--- src/sv/gob_pkg.sv ---
// Shared types and constants of the gradient orientation binner.
`default_nettype none

package gob_pkg;

  localparam int unsigned BIN_W = 4;
  localparam int unsigned MAG_W = 13;

  typedef logic [BIN_W-1:0] bin_t;
  typedef logic [MAG_W-1:0] mag_t;

  // Largest magnitude the output word can carry; wider results saturate here.
  localparam mag_t MAG_MAX = 13'd8191;

  // Register stages from the orientation unit's inputs to its bin output.
  localparam int unsigned ORI_LAT = 6;

endpackage

`default_nettype wire

--- src/sv/gob_isqrt.sv ---
// Pipelined integer square root, one result bit per register stage.
`default_nettype none

module gob_isqrt #(
  parameter int unsigned RAD_W = 17
) (
  input  wire logic                         clk_i,
  input  wire logic                         rst_ni,
  input  wire logic                         valid_i,
  input  wire logic [RAD_W-1:0]             rad_i,
  output logic                              valid_o,
  output logic [(RAD_W+1)/2-1:0]            root_o
);

  localparam int unsigned NR = (RAD_W + 1) / 2;
  localparam int unsigned PW = 2 * NR;
  localparam int unsigned RW = NR + 3;

  logic [RW-1:0] rem_q  [NR];
  logic [NR-1:0] root_q [NR];
  logic [PW-1:0] rest_q [NR];
  logic          vld_q  [NR];

  for (genvar k = 0; k < NR; k++) begin : g_stage
    logic [RW-1:0] rem_in;
    logic [NR-1:0] root_in;
    logic [PW-1:0] rest_in;
    logic          vld_in;
    logic [RW-1:0] rem_sh;
    logic [RW-1:0] trial;
    logic [RW-1:0] rem_d;
    logic [NR-1:0] root_d;

    if (k == 0) begin : g_first
      assign rem_in  = '0;
      assign root_in = '0;
      assign rest_in = PW'(rad_i);
      assign vld_in  = valid_i;
    end else begin : g_next
      assign rem_in  = rem_q[k-1];
      assign root_in = root_q[k-1];
      assign rest_in = rest_q[k-1];
      assign vld_in  = vld_q[k-1];
    end

    // Bring down the next bit pair and try to subtract 4*root + 1.
    assign rem_sh = {rem_in[RW-3:0], rest_in[PW-1 -: 2]};
    assign trial  = {1'b0, root_in, 2'b01};

    always_comb begin
      if (rem_sh >= trial) begin
        rem_d  = rem_sh - trial;
        root_d = {root_in[NR-2:0], 1'b1};
      end else begin
        rem_d  = rem_sh;
        root_d = {root_in[NR-2:0], 1'b0};
      end
    end

    always_ff @(posedge clk_i) begin
      rem_q[k]  <= rem_d;
      root_q[k] <= root_d;
      rest_q[k] <= {rest_in[PW-3:0], 2'b00};
    end

    always_ff @(posedge clk_i or negedge rst_ni) begin
      if (!rst_ni) begin
        vld_q[k] <= 1'b0;
      end else begin
        vld_q[k] <= vld_in;
      end
    end
  end

  assign valid_o = vld_q[NR-1];
  assign root_o  = root_q[NR-1];

endmodule

`default_nettype wire

--- src/sv/gob_orient.sv ---
// Orientation bin pipeline: exact sector test on the cube of the gradient.
`default_nettype none

module gob_orient #(
  parameter int unsigned PIXEL_BITS = 8
) (
  input  wire logic                          clk_i,
  input  wire logic signed [PIXEL_BITS:0]    gx_i,
  input  wire logic signed [PIXEL_BITS:0]    gy_i,
  input  wire logic [2*PIXEL_BITS-1:0]       gx2_i,
  input  wire logic [2*PIXEL_BITS-1:0]       gy2_i,
  output gob_pkg::bin_t                      bin_o
);

  localparam int unsigned P  = PIXEL_BITS;
  localparam int unsigned GW = P + 1;
  localparam int unsigned TW = 2 * P + 3;
  localparam int unsigned PW = GW + TW;
  localparam int unsigned MW = 3 * P + 2;
  localparam int unsigned LH = (MW + 1) / 2;
  localparam int unsigned HH = MW - LH;
  localparam int unsigned QW = 2 * MW;

  // Sectors of the tripled angle, named by their start in degrees.
  localparam logic [2:0] SEC_30  = 3'd0;
  localparam logic [2:0] SEC_90  = 3'd1;
  localparam logic [2:0] SEC_150 = 3'd2;
  localparam logic [2:0] SEC_210 = 3'd3;
  localparam logic [2:0] SEC_270 = 3'd4;
  localparam logic [2:0] SEC_330 = 3'd5;

  localparam gob_pkg::bin_t BIN_ZERO_GRAD = 4'd8;
  localparam gob_pkg::bin_t BIN_WRAP      = 4'd8;
  localparam gob_pkg::bin_t BIN_MID_WRAP  = 4'd5;
  localparam gob_pkg::bin_t BIN_SHIFT     = 4'd6;

  typedef struct packed {
    logic near;
    logic zero;
    logic gxpos;
  } dir_t;

  typedef struct packed {
    logic apos;
    logic aneg;
    logic cpos;
    logic czero;
  } sgn_t;

  // Stage 1
  logic signed [GW-1:0] gx1_q, gy1_q;
  logic signed [TW-1:0] t1_q, t2_q;
  dir_t                 dir1_q, dir1_d;
  logic signed [TW-1:0] t1_d, t2_d;

  // Stage 2
  logic signed [PW-1:0] a_q, c_q;
  dir_t                 dir2_q;

  // Stage 3
  logic [MW-1:0] amag_q, cmag_q;
  sgn_t          sgn3_q, sgn3_d;
  dir_t          dir3_q;

  // Stage 4
  logic [2*HH-1:0]  ahh_q, chh_q;
  logic [HH+LH-1:0] ahl_q, chl_q;
  logic [2*LH-1:0]  all_q, cll_q;
  sgn_t             sgn4_q;
  dir_t             dir4_q;

  // Stage 5
  logic [QW-1:0] a2_q, c2_q;
  sgn_t          sgn5_q;
  dir_t          dir5_q;

  // Stage 6
  gob_pkg::bin_t bin_q, bin_d;
  logic [QW+1:0] c3;
  logic          gt;
  logic [2:0]    sec;

  always_comb begin
    t1_d = $signed({3'b000, gx2_i}) -
           ($signed({2'b00, gy2_i, 1'b0}) + $signed({3'b000, gy2_i}));
    t2_d = ($signed({2'b00, gx2_i, 1'b0}) + $signed({3'b000, gx2_i})) -
           $signed({3'b000, gy2_i});
    dir1_d.near  = ({2'b00, gy2_i} < ({1'b0, gx2_i, 1'b0} + {2'b00, gx2_i}));
    dir1_d.zero  = (gx_i == '0) && (gy_i == '0);
    dir1_d.gxpos = !gx_i[GW-1] && (gx_i != '0);
  end

  always_comb begin
    sgn3_d.aneg  = a_q[PW-1];
    sgn3_d.apos  = !a_q[PW-1] && (a_q != '0);
    sgn3_d.cpos  = !c_q[PW-1] && (c_q != '0);
    sgn3_d.czero = (c_q == '0);
  end

  always_ff @(posedge clk_i) begin
    gx1_q  <= gx_i;
    gy1_q  <= gy_i;
    t1_q   <= t1_d;
    t2_q   <= t2_d;
    dir1_q <= dir1_d;

    // a = gx^3 - 3 gx gy^2 and c = 3 gx^2 gy - gy^3 are the parts of (gx + i gy)^3.
    a_q    <= gx1_q * t1_q;
    c_q    <= gy1_q * t2_q;
    dir2_q <= dir1_q;

    amag_q <= a_q[PW-1] ? MW'(-a_q) : MW'(a_q);
    cmag_q <= c_q[PW-1] ? MW'(-c_q) : MW'(c_q);
    sgn3_q <= sgn3_d;
    dir3_q <= dir2_q;

    // Squares are split into half-width partial products.
    ahh_q  <= amag_q[MW-1 -: HH] * amag_q[MW-1 -: HH];
    ahl_q  <= amag_q[MW-1 -: HH] * amag_q[LH-1:0];
    all_q  <= amag_q[LH-1:0] * amag_q[LH-1:0];
    chh_q  <= cmag_q[MW-1 -: HH] * cmag_q[MW-1 -: HH];
    chl_q  <= cmag_q[MW-1 -: HH] * cmag_q[LH-1:0];
    cll_q  <= cmag_q[LH-1:0] * cmag_q[LH-1:0];
    sgn4_q <= sgn3_q;
    dir4_q <= dir3_q;

    a2_q   <= (QW'(ahh_q) << (2 * LH)) + (QW'(ahl_q) << (LH + 1)) + QW'(all_q);
    c2_q   <= (QW'(chh_q) << (2 * LH)) + (QW'(chl_q) << (LH + 1)) + QW'(cll_q);
    sgn5_q <= sgn4_q;
    dir5_q <= dir4_q;

    bin_q  <= bin_d;
  end

  // The tripled angle crosses a sector edge where 3 c^2 equals a^2.
  assign c3 = {1'b0, c2_q, 1'b0} + {2'b00, c2_q};
  assign gt = c3 > {2'b00, a2_q};

  always_comb begin
    if (sgn5_q.czero) begin
      sec = sgn5_q.apos ? SEC_330 : SEC_150;
    end else if (sgn5_q.cpos) begin
      if (sgn5_q.apos) begin
        sec = gt ? SEC_30 : SEC_330;
      end else begin
        sec = gt ? SEC_90 : SEC_150;
      end
    end else begin
      if (sgn5_q.aneg) begin
        sec = gt ? SEC_210 : SEC_150;
      end else begin
        sec = gt ? SEC_270 : SEC_330;
      end
    end

    // Directions below 60 or from 120 degrees reuse the sectors shifted by a third turn.
    if (dir5_q.zero) begin
      bin_d = BIN_ZERO_GRAD;
    end else if (dir5_q.near) begin
      if (dir5_q.gxpos) begin
        bin_d = (sec == SEC_330) ? BIN_WRAP : gob_pkg::bin_t'(sec);
      end else begin
        bin_d = (sec == SEC_330) ? BIN_MID_WRAP : gob_pkg::bin_t'(sec) + BIN_SHIFT;
      end
    end else begin
      bin_d = gob_pkg::bin_t'(sec);
    end
  end

  assign bin_o = bin_q;

endmodule

`default_nettype wire

--- src/sv/gradient_orientation_binner.sv ---
// Top level of the gradient orientation binner: HOG gradient magnitude and 9-bin orientation.
//
//   channel   ports                                          handshake
//   -------   --------------------------------------------   -----------------------------
//   input     pix_left_i, pix_right_i, pix_up_i, pix_down_i   start_i, taken when !busy_o
//   result    orient_bin_o, grad_mag_o                        done_o, one cycle per word
//
// One input word is taken in every cycle; busy_o never rises because nothing in the
// pipeline ever waits. The depth of the pipeline is set by the square root, which
// resolves one result bit per register stage. The receiver cannot stall, so the pipeline
// simply advances every cycle. Reset clears the valid bits only; data registers are free.
`default_nettype none

module gradient_orientation_binner #(
  parameter int unsigned PIXEL_BITS    = 8,
  parameter int unsigned MAG_FRAC_BITS = 4
) (
  input  wire logic                  clk_i,
  input  wire logic                  rst_ni,
  input  wire logic                  start_i,
  output logic                       busy_o,
  input  wire logic [PIXEL_BITS-1:0] pix_left_i,
  input  wire logic [PIXEL_BITS-1:0] pix_right_i,
  input  wire logic [PIXEL_BITS-1:0] pix_up_i,
  input  wire logic [PIXEL_BITS-1:0] pix_down_i,
  output logic                       done_o,
  output gob_pkg::bin_t              orient_bin_o,
  output gob_pkg::mag_t              grad_mag_o
);

  localparam int unsigned P     = PIXEL_BITS;
  localparam int unsigned GW    = P + 1;
  localparam int unsigned SW    = 2 * P;
  localparam int unsigned RAD_W = 2 * P + 1 + 2 * MAG_FRAC_BITS;
  localparam int unsigned NR    = (RAD_W + 1) / 2;
  localparam int unsigned CW    = (NR > gob_pkg::MAG_W) ? NR : gob_pkg::MAG_W;
  // The bin is ready after stage 2 plus the orientation unit; the root after stage 3
  // plus the root stages. The bin waits in a short delay line for the root.
  localparam int unsigned BD    = NR + 3 - 2 - gob_pkg::ORI_LAT;

  // Stage 1: central differences.
  logic signed [GW-1:0] gx_q, gy_q, gx_d, gy_d;
  logic                 v1_q;

  // Stage 2: squares and the fold into the upper half plane.
  logic signed [2*GW-1:0] gxsq, gysq;
  logic                   flip;
  logic signed [GW-1:0]   gxf_q, gyf_q;
  logic [SW-1:0]          gx2_q, gy2_q;
  logic                   v2_q;

  // Stage 3: sum of squares that feeds the root.
  logic [SW:0] sum_q;
  logic        v3_q;

  logic [RAD_W-1:0] rad;
  logic             root_vld;
  logic [NR-1:0]    root;

  gob_pkg::bin_t bin;
  gob_pkg::bin_t bin_dly_q [BD];

  gob_pkg::mag_t mag_d, mag_q;
  gob_pkg::bin_t bin_out_q;
  logic          done_q;

  assign busy_o = 1'b0;

  assign gx_d = $signed({1'b0, pix_right_i}) - $signed({1'b0, pix_left_i});
  assign gy_d = $signed({1'b0, pix_down_i}) - $signed({1'b0, pix_up_i});

  assign gxsq = gx_q * gx_q;
  assign gysq = gy_q * gy_q;

  // Opposite directions share a bin, so the vector is turned into gy >= 0, and a
  // purely horizontal one into gx > 0.
  assign flip = gy_q[GW-1] || ((gy_q == '0) && gx_q[GW-1]);

  always_ff @(posedge clk_i) begin
    gx_q  <= gx_d;
    gy_q  <= gy_d;
    gxf_q <= flip ? -gx_q : gx_q;
    gyf_q <= flip ? -gy_q : gy_q;
    gx2_q <= gxsq[SW-1:0];
    gy2_q <= gysq[SW-1:0];
    sum_q <= {1'b0, gx2_q} + {1'b0, gy2_q};
  end

  always_ff @(posedge clk_i or negedge rst_ni) begin
    if (!rst_ni) begin
      v1_q <= 1'b0;
      v2_q <= 1'b0;
      v3_q <= 1'b0;
    end else begin
      v1_q <= start_i;
      v2_q <= v1_q;
      v3_q <= v2_q;
    end
  end

  gob_orient #(
    .PIXEL_BITS(PIXEL_BITS)
  ) u_orient (
    .clk_i (clk_i),
    .gx_i  (gxf_q),
    .gy_i  (gyf_q),
    .gx2_i (gx2_q),
    .gy2_i (gy2_q),
    .bin_o (bin)
  );

  // The magnitude carries MAG_FRAC_BITS fraction bits: the root of sum * 4^frac.
  assign rad = RAD_W'(sum_q) << (2 * MAG_FRAC_BITS);

  gob_isqrt #(
    .RAD_W(RAD_W)
  ) u_isqrt (
    .clk_i   (clk_i),
    .rst_ni  (rst_ni),
    .valid_i (v3_q),
    .rad_i   (rad),
    .valid_o (root_vld),
    .root_o  (root)
  );

  always_ff @(posedge clk_i) begin
    bin_dly_q[0] <= bin;
    for (int i = 1; i < BD; i++) begin
      bin_dly_q[i] <= bin_dly_q[i-1];
    end
  end

  // Magnitudes that do not fit the output word are clamped to its largest value.
  assign mag_d = (CW'(root) > CW'(gob_pkg::MAG_MAX)) ? gob_pkg::MAG_MAX
                                                      : gob_pkg::mag_t'(root);

  always_ff @(posedge clk_i) begin
    mag_q     <= mag_d;
    bin_out_q <= bin_dly_q[BD-1];
  end

  always_ff @(posedge clk_i or negedge rst_ni) begin
    if (!rst_ni) begin
      done_q <= 1'b0;
    end else begin
      done_q <= root_vld;
    end
  end

  assign done_o       = done_q;
  assign orient_bin_o = bin_out_q;
  assign grad_mag_o   = mag_q;

endmodule

`default_nettype wire
--- config.mk ---
export PLATFORM = sky130hd
export DESIGN_NAME = gradient_orientation_binner
export DESIGN_NICKNAME = d
export VERILOG_FILES = /design/src/sv/gob_pkg.sv /design/src/sv/gob_isqrt.sv /design/src/sv/gob_orient.sv /design/src/sv/gradient_orientation_binner.sv
export SDC_FILE = /design/constraint.sdc
export NUM_CORES = 2
export LEC_CHECK = 0
export ABC_AREA = 1
export ABC_CLOCK_PERIOD_IN_PS = 11700
export BUFFER_PORTS_ARGS = -buffer_cell sky130_fd_sc_hd__buf_2
export CAP_MARGIN = 20
export CELL_PAD_IN_SITES_DETAIL_PLACEMENT = 0
export CELL_PAD_IN_SITES_GLOBAL_PLACEMENT = 1
export CORE_MARGIN = 1.5
export CORE_UTILIZATION = 35
export CTS_CLUSTER_SIZE = 40
export DETAILED_ROUTE_END_ITERATION = 12
export PLACE_DENSITY_LB_ADDON = 0.25
export SLEW_MARGIN = 5
export SYNTH_ARGS = -nofsm -noshare
export SYNTH_HDL_FRONTEND = slang
export SYNTH_SLANG_ARGS = --single-unit
--- constraint.sdc ---
create_clock -name clk_i -period 11.7 [get_ports clk_i]
set_input_delay 0.585 -clock clk_i [delete_from_list [all_inputs] [get_ports clk_i]]
set_output_delay 0.585 -clock clk_i [all_outputs]
set_load 0.03 [all_outputs]
==> run summary <==
count of buffers from port buffering = 52
share of layout cells above drive strength 1 = 0.04973
critical path required time = 12.31 ns
Synthesis Warnings = 0
final antenna-violating net count = 0
CTS tree = done
Clock H-tree levels = 3
clk_skew = 0.05295 ns
fin. max-slew vios = 0
Critical Path End Type = register
setup bufs post-CTS = 0
critical path, cell by cell = nand2_1 -> fa_1 -> inv_1 -> fa_1 -> fa_1 -> fa_1 -> fa_1 -> ha_1 -> a21oi_1 -> inv_1 -> a31oi_1 -> o21ai_1 -> nand3_1 -> nand2_1 -> nand3_1 -> nand2_1 -> a21oi_1 -> nor3_1 -> nor2_1 -> o21ai_1 -> nand3_1 -> nand2_1 -> xor2_1
slowest stage cell, crit path = dfxtp_1
syn_area_per_cell = 8.632 um^2
grt total ovfl = 0
total clock sinks = 904
cts repair resizes = 0
Die Wd = 482.8 um
Syn Inst Count = 9335
Non-Filler Instances = 12380
number of flops mapped to enable cells by yosys = 0
Fmax achieved = 168.2 MHz
final net count = 11310
Setup TNS Final = 0 ns
post-synth top area share = 0.2554
DRT Wirelength = 181400 um
#FFs+latches synth = 904
P&R area growth vs syn = 8.931%
clk_lat worst skew = 0.75 ns
failing checks = design-rule violations
worst-margin pin slew = 0.8257 ns
crit path kind = reg2reg
unrepaired setup endpoints after global routing = false
slew margin rel. = 0.4475
mapped cell area = 0.08058 mm^2
register area share after synthesis = 0.2256
vias in the first global route = 59770
via density per instance = 4.500
row cnt = 175
Arrival @ worst endpoint = 6.56 ns
top-count cell post-synth = inv_1
antenna violations before repair = 4
CTS Buf Count = 105
Tcrit/Tclk final = 0.5083
minimum clock period = 5.947 ns
CP max stage delay = 0.79 ns
Hold-fix buffers, CTS = 2
Max Cap Violations = 0
library cells used by synthesis = 74
Inst Count DP = 12190
io pins = 54
Routability Congestion = 0.8457
Die Footprint = 0.2331 mm^2
Max Root-Sink Buffers = 3
Synth area leaders = fa_1 26%, dfxtp_1 22%, ha_1 15%
Post-synth top flop = dfxtp_1
# DRC = 2
first-pass GRT wire length = 304100 um
final setup fails = 0
critical-path maximum fanout = 19
Starting DRT DRC Count = 2104
die height = 482.8 um
final hold violation count = 0
Root Buffer = clkbuf_16
Avg WL per Cell = 14.65 um
Vias = 55710
synth cell count leaders = 2151 x inv_1, 1822 x nand2_1, 1028 x fa_1
utilization after layout = 0.3847
core area = 0.2282 mm^2
first drt pass iteration count = 11
CTS clk-pin slew, worst paths = 0.06 ns
startpoint types = register
outcome = finished with violations
Total Routing Usage GR = 0.1607
dpl hpwl = 148100 um
Initial Util = 0.3532
post-synth top area cell = fa_1
Async S/R FF share, synth = 0.01881
Worst path most repeated cell = fa_1
largest net degree at the start of global routing = 29
worst min-delay path class = in2reg
==> cell type report <==
type	instances	area [um^2]
well taps	3009	3765
multi-input cells	5981	53170
inverters	2174	8163
diodes	2	5.005
repair buffers	119	765.7
fillers	23340	140400
flip-flops and latches	904	18180
clock inverters	50	739.5
clock buffers	143	2980
==> cell usage in the layout (no fill, tap or decap), types with 15 or more instances in the layout <==
cell type,count
inv_1,2151
nand2_1,1822
fa_1,1028
ha_1,959
dfxtp_1,887
a21oi_1,465
xor2_1,390
nor2_1,312
xnor2_1,213
o21ai_0,169
nand3_1,129
clkbuf_16,105
buf_4,64
buf_2,53
o21ai_1,52
nor3_1,52
or2_2,49
o21bai_1,41
a31oi_1,30
nand4_1,26
a21oi_2,22
nor4_1,22
inv_2,21
clkbuf_8,21
a21o_1,18
o21ai_2,18
clkbuf_1,17
dfrtp_1,17
a211oi_1,15
a21boi_1,15
==> worst max-delay path, delay by kind of cell, from the launching register on <==
family	cells	cell delay, ns
compound gates	5	0.92
xor+xnor	1	0.14
fa+ha+maj	6	2.95
buf+inv	2	0.10
flops	1	0.79
simple gates	9	0.91
==> cell families (layout without fill, tap and decap cells) <==
logic type | count (synthesis) | after routing | share of synthesized area
simple gates | 2471 | 2471 | 0.1243
buf+inv | 2451 | 2486 | 0.1145
fa+ha+maj | 1987 | 1987 | 0.4043
compound gates | 917 | 917 | 0.06553
flops | 904 | 904 | 0.2256
xor+xnor | 603 | 603 | 0.06554
other cells | 1 | 4 | 0.00004654
mux | 1 | 1 | 0.0001397
==> final timing paths <==
path / start / endpoint / slack [ns] / cells past startpoint
worst max-delay path: u_orient.gx1_q[2] / u_orient.a_q[27] / 5.75 / 23
worst min-delay path: pix_up_i[0] / gy_q[0] / 0.12 / 3
worst max register to register: u_orient.gx1_q[2] / u_orient.a_q[27] / 5.75 / 23
worst min register to register: u_isqrt.root_q[5][4] / u_isqrt.root_q[6][5] / 0.31 / 0
max in group asynchronous: rst_ni / u_isqrt.g_stage[2].vld_in / 11.11 / 2
min in group asynchronous: rst_ni / done_o / 0.33 / 2
==> metal layers <==
layer | vias up | global-route usage | part of all wire
met5 | - | 0 | 0
met4 | 0 | 0.03408 | 0.020
met3 | 217 | 0.01749 | 0.028
met2 | 659 | 0.2943 | 0.50
met1 | 26870 | 0.2021 | 0.45
li1 | 27970 | - | -
==> flip-flops by register name, summed over array words and instances, names as in the netlist, 17 cells and up <==
name / cells
u_isqrt.rem_q: 148
u_isqrt.root_q: 91
u_isqrt.rest_q: 72
u_orient.a2_q: 51
u_orient.c2_q: 51
bin_dly_q: 32
u_orient.a_q: 28
u_orient.c_q: 28
u_orient.ahl_q: 26
u_orient.amag_q: 26
u_orient.chl_q: 26
u_orient.cmag_q: 26
u_orient.ahh_q: 25
u_orient.all_q: 25
u_orient.chh_q: 25
u_orient.cll_q: 25
u_orient.t2_q: 18
sum_q: 17
u_orient.t1_q: 17
==> metrics by stage <==
stage / setup slack (ns) / cell area [um^2] / hold WS [ns]
3_5_place_dp: 5.706 / 84030 / 0.3121
4_1_cts: 5.691 / 87770 / 0.04215
6_report: 5.753 / 87780 / 0.1216
3_3_place_gp: 5.690 / 84020 / 0.3105
2_1_floorplan: 6.209 / 80580 / 0.2894
5_1_grt: 5.306 / 87770 / 0.08425
Power is not shown: default switching activity piles up to over one toggle a cycle in this logic, so the estimate is an artifact.
